**config.mk**
```make
export PLATFORM = sky130hd
export DESIGN_NAME = keypad_event_key_translator_top
export DESIGN_NICKNAME = d
export VERILOG_FILES = /design/src/sv/kekt_pkg.sv /design/src/sv/kekt_front.sv /design/src/sv/kekt_queue.sv /design/src/sv/kekt_back.sv /design/src/sv/keypad_event_key_translator_top.sv
export SDC_FILE = /design/constraint.sdc
export NUM_CORES = 1
export LEC_CHECK = 0
export BUFFER_PORTS_ARGS = -buffer_cell sky130_fd_sc_hd__buf_4
export CAP_MARGIN = 10
export CORE_MARGIN = 4
export CORE_UTILIZATION = 30
export DETAILED_ROUTE_END_ITERATION = 10
export GPL_TIMING_DRIVEN = 0
export PLACE_DENSITY_LB_ADDON = 0.08
export REMOVE_ABC_BUFFERS = 1
export SETUP_SLACK_MARGIN = 0.2
export SLEW_MARGIN = 20
export SYNTH_ARGS = -nofsm -noshare
export SYNTH_HDL_FRONTEND = slang
export SYNTH_HIERARCHICAL = 1
export SYNTH_SLANG_ARGS = --single-unit
```
**constraint.sdc**
```tcl
create_clock -name clock -period 7.6 [get_ports clock]
set_clock_uncertainty 0.1 [all_clocks]
set_input_delay 0 -clock clock [delete_from_list [all_inputs] [get_ports clock]]
set_output_delay 0 -clock clock [all_outputs]
set_load 0.02 [all_outputs]
```
**src/sv/kekt_pkg.sv**
```systemverilog
// ----------------------------------------------------------------------------
// kekt_pkg: shared types and tables for the keypad event key translator
// Holds the key kind codes, grid constants, the queue word layout and the
// three keymap layers.
// ----------------------------------------------------------------------------
`timescale 1ns / 1ps
`default_nettype none

package kekt_pkg;

   // Event byte layout
   localparam int EVENT_W      = 8;
   localparam logic [7:0] PRESS_MASK = 8'h80;
   localparam logic [7:0] CODE_MASK  = 8'h7F;

   // Grid geometry
   localparam int SCAN_COLS    = 10;
   localparam int GRID_COLS    = 14;
   localparam int GRID_KEYS    = 56;
   localparam int IDX_W        = 6;

   // Reciprocal for the divide by ten: q = (c * 205) >> 11, exact for c < 1029
   localparam logic [7:0] DIV10_MUL   = 8'd205;
   localparam int         DIV10_SHIFT = 11;

   // Modifier key positions (visual row, visual column)
   localparam logic [1:0] MOD_ROW   = 2'd2;
   localparam logic [3:0] SHIFT_COL = 4'd1;
   localparam logic [3:0] FN_COL    = 4'd0;

   // Queue depth default
   localparam int QUEUE_DEPTH = 2;

   // Key kinds
   localparam logic [3:0] KIND_NONE  = 4'd0;
   localparam logic [3:0] KIND_CHAR  = 4'd1;
   localparam logic [3:0] KIND_SPACE = 4'd2;

   // ROM entry coding
   localparam logic [6:0] ENTRY_SPACE = 7'd32;
   localparam logic [6:0] ENTRY_NONE  = 7'd11;
   localparam logic [6:0] ENTRY_NOFN  = 7'd0;

   // One classified key event handed from front to back
   typedef struct packed {
      logic [1:0] vis_row;
      logic [3:0] vis_col;
      logic       pressed;
      logic       shift_held;
      logic       fn_held;
   } kekt_item_type;

   typedef logic [6:0] kekt_layer_type [0:GRID_KEYS-1];

   localparam kekt_layer_type PLAIN_LAYER = '{
      7'h60, 7'h31, 7'h32, 7'h33, 7'h34, 7'h35, 7'h36, 7'h37, 7'h38, 7'h39,
      7'h30, 7'h2D, 7'h3D, 7'd4,
      7'd5,  7'h71, 7'h77, 7'h65, 7'h72, 7'h74, 7'h79, 7'h75, 7'h69, 7'h6F,
      7'h70, 7'h5B, 7'h5D, 7'h5C,
      7'd11, 7'd11, 7'h61, 7'h73, 7'h64, 7'h66, 7'h67, 7'h68, 7'h6A, 7'h6B,
      7'h6C, 7'h3B, 7'h27, 7'd3,
      7'd11, 7'd11, 7'd11, 7'h7A, 7'h78, 7'h63, 7'h76, 7'h62, 7'h6E, 7'h6D,
      7'h2C, 7'h2E, 7'h2F, 7'h20
   };

   localparam kekt_layer_type SHIFT_LAYER = '{
      7'h7E, 7'h21, 7'h40, 7'h23, 7'h24, 7'h25, 7'h5E, 7'h26, 7'h2A, 7'h28,
      7'h29, 7'h5F, 7'h2B, 7'd4,
      7'd5,  7'h51, 7'h57, 7'h45, 7'h52, 7'h54, 7'h59, 7'h55, 7'h49, 7'h4F,
      7'h50, 7'h7B, 7'h7D, 7'h7C,
      7'd11, 7'd11, 7'h41, 7'h53, 7'h44, 7'h46, 7'h47, 7'h48, 7'h4A, 7'h4B,
      7'h4C, 7'h3A, 7'h22, 7'd3,
      7'd11, 7'd11, 7'd11, 7'h5A, 7'h58, 7'h43, 7'h56, 7'h42, 7'h4E, 7'h4D,
      7'h3C, 7'h3E, 7'h3F, 7'h20
   };

   localparam kekt_layer_type FN_LAYER = '{
      7'd6,  7'd0,  7'd0,  7'd0,  7'd0,  7'd0,  7'd0,  7'd0,  7'd0,  7'd0,
      7'd0,  7'd0,  7'd0,  7'd4,
      7'd0,  7'h51, 7'h57, 7'h45, 7'h52, 7'h54, 7'h59, 7'h55, 7'h49, 7'h4F,
      7'h50, 7'd0,  7'd0,  7'd0,
      7'd0,  7'd0,  7'h41, 7'h53, 7'h44, 7'h46, 7'h47, 7'h48, 7'h4A, 7'h4B,
      7'h4C, 7'd7,  7'd0,  7'd0,
      7'd0,  7'd0,  7'd0,  7'h5A, 7'h58, 7'h43, 7'h56, 7'h42, 7'h4E, 7'h4D,
      7'd9,  7'd8,  7'd10, 7'd0
   };

endpackage

`default_nettype wire

```
**src/sv/kekt_front.sv**
```systemverilog
// ----------------------------------------------------------------------------
// kekt_front: event byte decode and modifier tracking
// Splits the key code into visual row and column, drops empty and
// out-of-grid codes, tracks shift and fn, and pushes key words to the queue.
// ----------------------------------------------------------------------------
`timescale 1ns / 1ps
`default_nettype none

module kekt_front (
   input  wire logic                         clock,
   input  wire logic                         reset,
   input  wire logic                         req_valid,
   output logic                              req_ready,
   input  wire logic [kekt_pkg::EVENT_W-1:0] req_event_byte,
   output logic                              push_valid,
   input  wire logic                         push_ready,
   output kekt_pkg::kekt_item_type           push_item
);

   logic        shift_ff, shift_in;
   logic        fn_ff, fn_in;
   logic [6:0]  code;
   logic [6:0]  code_m1;
   logic [14:0] prod;
   logic [3:0]  srow;
   logic [6:0]  rem_full;
   logic [3:0]  scol;
   logic [4:0]  vcol;
   logic [1:0]  vrow;
   logic        is_press;
   logic        drop;
   logic        is_shift;
   logic        is_fn;
   logic        accept;

   // Split code minus one by ten through the reciprocal
   always_comb begin
      code     = req_event_byte[6:0] & kekt_pkg::CODE_MASK[6:0];
      is_press = (req_event_byte & kekt_pkg::PRESS_MASK) != 8'd0;
      code_m1  = code - 7'd1;
      prod     = 15'(code_m1) * 15'(kekt_pkg::DIV10_MUL);
      srow     = 4'(prod >> kekt_pkg::DIV10_SHIFT);
      rem_full = code_m1 - 7'(srow) * 7'(kekt_pkg::SCAN_COLS);
      scol     = rem_full[3:0];
      vcol     = {srow, 1'b0} + ((scol > 4'd3) ? 5'd1 : 5'd0);
      vrow     = scol[1:0];
      drop     = (code == 7'd0) || (vcol >= 5'(kekt_pkg::GRID_COLS));
      is_shift = (vrow == kekt_pkg::MOD_ROW) && (vcol[3:0] == kekt_pkg::SHIFT_COL);
      is_fn    = (vrow == kekt_pkg::MOD_ROW) && (vcol[3:0] == kekt_pkg::FN_COL);
   end

   // Stall only when the queue is full
   assign req_ready = push_ready;
   assign accept    = req_valid && req_ready;

   // Forward ordinary keys with the modifier state seen at their arrival
   assign push_valid           = req_valid && !drop && !is_shift && !is_fn;
   assign push_item.vis_row    = vrow;
   assign push_item.vis_col    = vcol[3:0];
   assign push_item.pressed    = is_press;
   assign push_item.shift_held = shift_ff;
   assign push_item.fn_held    = fn_ff;

   // Update held modifiers
   always_comb begin
      shift_in = shift_ff;
      fn_in    = fn_ff;
      if (accept && !drop && is_shift) begin
         shift_in = is_press;
      end
      if (accept && !drop && is_fn) begin
         fn_in = is_press;
      end
   end

   always_ff @(posedge clock) begin
      if (reset) begin
         shift_ff <= 1'b0;
         fn_ff    <= 1'b0;
      end else begin
         shift_ff <= shift_in;
         fn_ff    <= fn_in;
      end
   end

endmodule

`default_nettype wire

```
**src/sv/kekt_queue.sv**
```systemverilog
// ----------------------------------------------------------------------------
// kekt_queue: small word queue between front and back
// A register FIFO; ready is held low only while every slot is occupied.
// ----------------------------------------------------------------------------
`timescale 1ns / 1ps
`default_nettype none

module kekt_queue #(
   parameter int DEPTH = kekt_pkg::QUEUE_DEPTH
) (
   input  wire logic                    clock,
   input  wire logic                    reset,
   input  wire logic                    push_valid,
   output logic                         push_ready,
   input  wire kekt_pkg::kekt_item_type push_item,
   output logic                         pop_valid,
   input  wire logic                    pop_ready,
   output kekt_pkg::kekt_item_type      pop_item
);

   localparam int PTR_W = (DEPTH > 1) ? $clog2(DEPTH) : 1;
   localparam int CNT_W = $clog2(DEPTH + 1);

   kekt_pkg::kekt_item_type slot_ff [0:DEPTH-1];
   logic [PTR_W-1:0] wr_ptr_ff, wr_ptr_in;
   logic [PTR_W-1:0] rd_ptr_ff, rd_ptr_in;
   logic [CNT_W-1:0] count_ff, count_in;
   logic             do_push;
   logic             do_pop;

   assign push_ready = count_ff != CNT_W'(DEPTH);
   assign pop_valid  = count_ff != '0;
   assign pop_item   = slot_ff[rd_ptr_ff];
   assign do_push    = push_valid && push_ready;
   assign do_pop     = pop_valid && pop_ready;

   // Advance pointers with wrap at the depth
   always_comb begin
      wr_ptr_in = wr_ptr_ff;
      rd_ptr_in = rd_ptr_ff;
      count_in  = count_ff;
      if (do_push) begin
         wr_ptr_in = (wr_ptr_ff == PTR_W'(DEPTH - 1)) ? '0 : wr_ptr_ff + PTR_W'(1);
      end
      if (do_pop) begin
         rd_ptr_in = (rd_ptr_ff == PTR_W'(DEPTH - 1)) ? '0 : rd_ptr_ff + PTR_W'(1);
      end
      if (do_push && !do_pop) begin
         count_in = count_ff + CNT_W'(1);
      end else if (do_pop && !do_push) begin
         count_in = count_ff - CNT_W'(1);
      end
   end

   always_ff @(posedge clock) begin
      if (reset) begin
         wr_ptr_ff <= '0;
         rd_ptr_ff <= '0;
         count_ff  <= '0;
      end else begin
         wr_ptr_ff <= wr_ptr_in;
         rd_ptr_ff <= rd_ptr_in;
         count_ff  <= count_in;
      end
   end

   // Store the pushed word
   always_ff @(posedge clock) begin
      if (do_push) begin
         slot_ff[wr_ptr_ff] <= push_item;
      end
   end

endmodule

`default_nettype wire

```
**src/sv/kekt_back.sv**
```systemverilog
// ----------------------------------------------------------------------------
// kekt_back: keymap lookup and result register
// Picks the fn, shift or plain layer, decodes the entry into kind and
// character, and holds the result until the receiver takes it.
// ----------------------------------------------------------------------------
`timescale 1ns / 1ps
`default_nettype none

module kekt_back (
   input  wire logic                    clock,
   input  wire logic                    reset,
   input  wire logic                    pop_valid,
   output logic                         pop_ready,
   input  wire kekt_pkg::kekt_item_type pop_item,
   output logic                         rsp_valid,
   input  wire logic                    rsp_ready,
   output logic [1:0]                   rsp_vis_row,
   output logic [3:0]                   rsp_vis_col,
   output logic                         rsp_pressed,
   output logic [3:0]                   rsp_key_kind,
   output logic [6:0]                   rsp_char_code
);

   logic                          valid_ff, valid_in;
   logic [1:0]                    row_ff;
   logic [3:0]                    col_ff;
   logic                          pressed_ff;
   logic [3:0]                    kind_ff, kind_in;
   logic [6:0]                    char_ff, char_in;
   logic [kekt_pkg::IDX_W-1:0]    idx;
   logic [6:0]                    fn_entry;
   logic [6:0]                    entry;
   logic                          do_pop;

   // Accept a new word when the result register is empty or draining
   assign pop_ready = !valid_ff || rsp_ready;
   assign do_pop    = pop_valid && pop_ready;

   // Look up and decode the keymap entry
   always_comb begin
      idx = {pop_item.vis_row, 4'd0} - {3'd0, pop_item.vis_row, 1'b0}
            + {2'd0, pop_item.vis_col};
      fn_entry = kekt_pkg::FN_LAYER[idx];
      priority if (pop_item.fn_held && fn_entry != kekt_pkg::ENTRY_NOFN) begin
         entry = fn_entry;
      end else if (pop_item.shift_held) begin
         entry = kekt_pkg::SHIFT_LAYER[idx];
      end else begin
         entry = kekt_pkg::PLAIN_LAYER[idx];
      end
      kind_in = kekt_pkg::KIND_NONE;
      char_in = 7'd0;
      if (pop_item.pressed) begin
         priority if (entry == kekt_pkg::ENTRY_SPACE) begin
            kind_in = kekt_pkg::KIND_SPACE;
            char_in = entry;
         end else if (entry > kekt_pkg::ENTRY_SPACE) begin
            kind_in = kekt_pkg::KIND_CHAR;
            char_in = entry;
         end else if (entry != kekt_pkg::ENTRY_NONE) begin
            kind_in = entry[3:0];
         end else begin
            kind_in = kekt_pkg::KIND_NONE;
         end
      end
   end

   // Hold the result valid until taken
   always_comb begin
      valid_in = valid_ff;
      if (do_pop) begin
         valid_in = 1'b1;
      end else if (rsp_ready) begin
         valid_in = 1'b0;
      end
   end

   always_ff @(posedge clock) begin
      if (reset) begin
         valid_ff <= 1'b0;
      end else begin
         valid_ff <= valid_in;
      end
   end

   always_ff @(posedge clock) begin
      if (do_pop) begin
         row_ff     <= pop_item.vis_row;
         col_ff     <= pop_item.vis_col;
         pressed_ff <= pop_item.pressed;
         kind_ff    <= kind_in;
         char_ff    <= char_in;
      end
   end

   assign rsp_valid     = valid_ff;
   assign rsp_vis_row   = row_ff;
   assign rsp_vis_col   = col_ff;
   assign rsp_pressed   = pressed_ff;
   assign rsp_key_kind  = kind_ff;
   assign rsp_char_code = char_ff;

endmodule

`default_nettype wire

```
**src/sv/keypad_event_key_translator_top.sv**
```systemverilog
// ----------------------------------------------------------------------------
// keypad_event_key_translator_top: keypad scanner event to key event
// Usage:
//   req channel: one scanner event byte per word (bit 7 press, bits 6..0
//   key code plus one). Empty codes, out-of-grid keys and the shift and fn
//   keys are consumed without a result; shift and fn update held state.
//   rsp channel: visual row and column, press flag, key kind and ASCII
//   character for each other key.
//   Throughput: one event per cycle while a queue slot is free, set by the
//   combinational decode in the front and keymap lookup in the back.
//   Path: an accepted event is registered in a queue slot and then in the
//   result register, which drives rsp_valid.
//   Stalls: when the receiver holds rsp_ready low, the result register
//   holds, the queue fills, and req_ready drops once every queue slot is
//   taken. Events without a result also wait while the queue is full.
//   Reset: clears shift and fn state, empties the queue and the result
//   register; req_ready is high once reset has emptied the queue.
// ----------------------------------------------------------------------------
`timescale 1ns / 1ps
`default_nettype none

module keypad_event_key_translator_top #(
   parameter int QUEUE_DEPTH = kekt_pkg::QUEUE_DEPTH
) (
   input  wire logic                         clock,
   input  wire logic                         reset,
   input  wire logic                         req_valid,
   output logic                              req_ready,
   input  wire logic [kekt_pkg::EVENT_W-1:0] req_event_byte,
   output logic                              rsp_valid,
   input  wire logic                         rsp_ready,
   output logic [1:0]                        rsp_vis_row,
   output logic [3:0]                        rsp_vis_col,
   output logic                              rsp_pressed,
   output logic [3:0]                        rsp_key_kind,
   output logic [6:0]                        rsp_char_code
);

   logic                    push_valid;
   logic                    push_ready;
   kekt_pkg::kekt_item_type push_item;
   logic                    pop_valid;
   logic                    pop_ready;
   kekt_pkg::kekt_item_type pop_item;

   kekt_front u_front (
      .clock          (clock),
      .reset          (reset),
      .req_valid      (req_valid),
      .req_ready      (req_ready),
      .req_event_byte (req_event_byte),
      .push_valid     (push_valid),
      .push_ready     (push_ready),
      .push_item      (push_item)
   );

   kekt_queue #(
      .DEPTH (QUEUE_DEPTH)
   ) u_queue (
      .clock      (clock),
      .reset      (reset),
      .push_valid (push_valid),
      .push_ready (push_ready),
      .push_item  (push_item),
      .pop_valid  (pop_valid),
      .pop_ready  (pop_ready),
      .pop_item   (pop_item)
   );

   kekt_back u_back (
      .clock         (clock),
      .reset         (reset),
      .pop_valid     (pop_valid),
      .pop_ready     (pop_ready),
      .pop_item      (pop_item),
      .rsp_valid     (rsp_valid),
      .rsp_ready     (rsp_ready),
      .rsp_vis_row   (rsp_vis_row),
      .rsp_vis_col   (rsp_vis_col),
      .rsp_pressed   (rsp_pressed),
      .rsp_key_kind  (rsp_key_kind),
      .rsp_char_code (rsp_char_code)
   );

endmodule

`default_nettype wire
```
==> flow_summary.json <==
{
  "run_status": "finished clean",
  "areaGrowthSynthToFinish_pct": 11.2,
  "synth.distinct_cells": 87,
  "detail_route.drc_violations": 0,
  "postLayoutSetupSlackWorst_ns": 1.51,
  "synth.area.top_cells": "sky130_fd_sc_hd__edfxtp_1, sky130_fd_sc_hd__ha_1, sky130_fd_sc_hd__dfxtp_1, sky130_fd_sc_hd__fa_1, sky130_fd_sc_hd__inv_1",
  "ff2ff_path_depth": 14,
  "ioPinCount": 32,
  "final_layout_size_suffix_gt1_share_pct": 14.4,
  "synth.most_common_cell": "sky130_fd_sc_hd__ha_1",
  "count_of_endpoints_failing_hold_in_the_final_timing_report": 0,
  "criticalPathCategory": "input pin to flip-flop",
  "antenna_cells": 0,
  "sequential_fraction_of_the_synthesis_area_pct": 26.2,
  "num_rows": 45,
  "design.core.area_um2": 15300,
  "grt-ovfl-total": 0,
  "worst-path-max-fanout": 8,
  "post_cts_setup_buffer_count": 0,
  "post-dp-hpwl_um": 9940,
  "maxCapViolCount": 0,
  "first_global_vias": 4037,
  "final.setup.tns_ns": 0,
  "cts_inserted_buffers": 5,
  "syn_area_um2": 4740,
  "vias": 4080,
  "synth-seq-cells": 44,
  "finish.net_count": 606,
  "yosys-top-cells-count": "sky130_fd_sc_hd__ha_1, sky130_fd_sc_hd__inv_1, sky130_fd_sc_hd__nor2_1, sky130_fd_sc_hd__edfxtp_1, sky130_fd_sc_hd__nand2_1",
  "syn-instance-count": 525,
  "hold_class": "input pin to flip-flop",
  "worstSetupEndpointType": "flip-flop",
  "layout.filler_cells": 1624,
  "avgViaCountPerCell": 5.46,
  "crit_required_ns": 7.72,
  "clk_latency_ns": 0.29,
  "period_share_pct": 80.1,
  "post_detailed_routing_wire_length_um": 13300,
  "timing_worst_slew_pin_value_ns": 1.09,
  "place_ws_ns": 1.08,
  "final_setup_vio_count": 0,
  "reg2reg_slack_ns": 1.82,
  "ys_dominant_reg_cell": "sky130_fd_sc_hd__edfxtp_1",
  "start_util_pct": 30.9,
  "worst-endpoint-arrival_ns": 6.21,
  "postSynth.asyncResetShare_pct": 0,
  "groute.usage.overall_pct": 14.9,
  "ys_warn_count": 6,
  "cpMaxStageDelayCell": "sky130_fd_sc_hd__fa_1",
  "final_antenna_net_count": 0,
  "cts_tree": "done",
  "clock_pin_slew_worst_setup_and_hold_paths_ns": 0.06,
  "multi_input_area_um2": 3190,
  "max_slew_margin_pct": 27.5,
  "dr.first_iter.drc_count": 261,
  "post-synth-top-area-fraction_pct": 22.8,
  "sequential_cell_area_um2": 1240,
  "synthDominantAreaCellType": "sky130_fd_sc_hd__edfxtp_1",
  "gp_congestion": 0.872,
  "die_area_um2": 17900,
  "detailedRoute.firstPassIterationCount": 5,
  "cts.sink_count": 44,
  "critPathLaunchType": "input pin",
  "whs_endpoint": "u_front/fn_ff$_SDFFE_PP0P_",
  "critPathMostFrequentCell": "sky130_fd_sc_hd__inv_1",
  "route.detailed.wl_per_inst_um": 17.7,
  "port_buffers": 31,
  "global_route_wire_length_before_repair_um": 21800,
  "slew_viol_final": 0,
  "critPathMaxStageDelay_ns": 0.53,
  "fmax_ghz": 0.164,
  "cts-root-to-sink-buffers": 2,
  "clock_tree.root_cell": "sky130_fd_sc_hd__clkbuf_16",
  "r2r-end": "u_back/rsp_key_kind[0]$_SDFFCE_PP0P_",
  "number_of_antenna_violations_at_the_first_check_in_global_routing": 0,
  "avgSynthCellArea_um2": 9.03,
  "setup_repair_after_global_routing_missed_its_margin": "no",
  "synth_enable_flop_cells": 36,
  "crit_path_start": "req_event_byte[0]",
  "die_h_um": 134,
  "min_path_cells": 5,
  "min-delay-start": "req_valid",
  "grt_start_max_net_pins": 31,
  "post-route-min-period_ns": 6.09,
  "htree_num_levels": 2,
  "fp.dieW_um": 134
}
## how the worst max path moves through the flow
stage | endpoint | slack [ns] | depth (start not counted)
after CTS | u_queue/count_ff[1]$_SDFFE_PP0P_ | 1.39 | 28
after detailed placement | u_queue/count_ff[1]$_SDFFE_PP0P_ | 1.08 | 28
after floorplan | u_queue/count_ff[1]$_SDFFE_PP0P_ | 1.90 | 25
after global routing | u_queue/count_ff[1]$_SDFFE_PP0P_ | 1.08 | 28
final | u_queue/count_ff[1]$_SDFFE_PP0P_ | 1.51 | 28
after global placement | u_queue/count_ff[1]$_SDFFE_PP0P_ | 1.16 | 28
## placed cells by master (no fill, tap or decap), types with 7 or more instances in the layout
cell type	netlist	final
sky130_fd_sc_hd__ha_1	51	51
sky130_fd_sc_hd__inv_1	39	39
sky130_fd_sc_hd__nor2_1	37	37
sky130_fd_sc_hd__edfxtp_1	36	36
sky130_fd_sc_hd__nand2_1	35	35
sky130_fd_sc_hd__buf_4	4	31
sky130_fd_sc_hd__o21ai_0	22	22
sky130_fd_sc_hd__a21oi_1	20	20
sky130_fd_sc_hd__nand3_1	15	15
sky130_fd_sc_hd__xor2_1	12	12
sky130_fd_sc_hd__mux2i_1	10	10
sky130_fd_sc_hd__mux2_2	10	10
sky130_fd_sc_hd__nand2b_1	9	9
sky130_fd_sc_hd__nor3_1	9	9
sky130_fd_sc_hd__a31oi_1	9	9
sky130_fd_sc_hd__and2_1	8	8
sky130_fd_sc_hd__and3_1	8	8
sky130_fd_sc_hd__dfxtp_1	8	8
sky130_fd_sc_hd__fa_1	8	8
sky130_fd_sc_hd__nor2b_1	7	7
## final cells by class
type / count / area share [%]
clock inverter: 3 / 0.356
timing repair buffer: 35 / 5.27
inverter: 40 / 2.85
sequential: 44 / 23.6
clock buffer: 5 / 2.38
tap: 211 / 5.01
multi-input combinational: 409 / 60.6
## flip-flops by register name, summed over array words and instances, names as in the netlist, named ones only
name	cells
u_front/shift_ff	1
u_back/rsp_vis_row	2
u_back/rsp_pressed	1
u_back/rsp_vis_col	4
u_queue/slot_ff	18
u_back/rsp_valid	1
u_queue/wr_ptr_ff	1
u_back/rsp_char_code	7
u_queue/count_ff	2
u_back/rsp_key_kind	4
u_front/fn_ff	1
u_queue/rd_ptr_ff	1
## cell families after synthesis
family / after synthesis / share of synthesized area (%)
fa+ha+maj: 59 / 16.8
mux: 21 / 4.96
flops: 44 / 26.2
buf+inv: 72 / 6.63
simple gates: 167 / 18.9
compound gates: 144 / 22.9
xor+xnor: 18 / 3.49
## worst max-delay path: cells and delay by family
| kind | cells | cell delay [ns] |
|---|---|---|
| AOI/OAI and AO/OA | 6 | 1.49 |
| xor gates and xnor gates | 3 | 0.70 |
| adders and majority gates | 7 | 2.37 |
| buffers and inverters | 8 | 0.88 |
| and+or+nand+nor | 4 | 0.78 |
## timing repair
item / 4_1_cts / 5_1_grt
endpoints found under the hold margin: 10 / 0
hold buffers: 3 / 0
gates resized for setup: 0 / 0
## layer usage
layer / vias up / track usage, % / part of all wire [%]
li1: 1983 / - / -
met1: 1982 / 19.8 / 45
met2: 100 / 25.7 / 49
met3: 15 / 2.19 / 3.8
met4: 0 / 3.09 / 1.5
met5: - / 0 / 0
## stage by stage
step           area [um2]  hold slack [ns]  util (%)  cells
5_1_grt              5270            0.129      34.4    747
4_1_cts              5270           0.0794      34.4    747
3_3_place_gp         5070            0.103      33.1    735
3_5_place_dp         5090            0.105      33.3    736
6_report             5270           0.0806      34.4    747
2_1_floorplan        4570          -0.0309         -    493
Power is left out: the tool's default activity adds up to more than one toggle a clock period on the data nets, which glitch-free logic cannot reach.
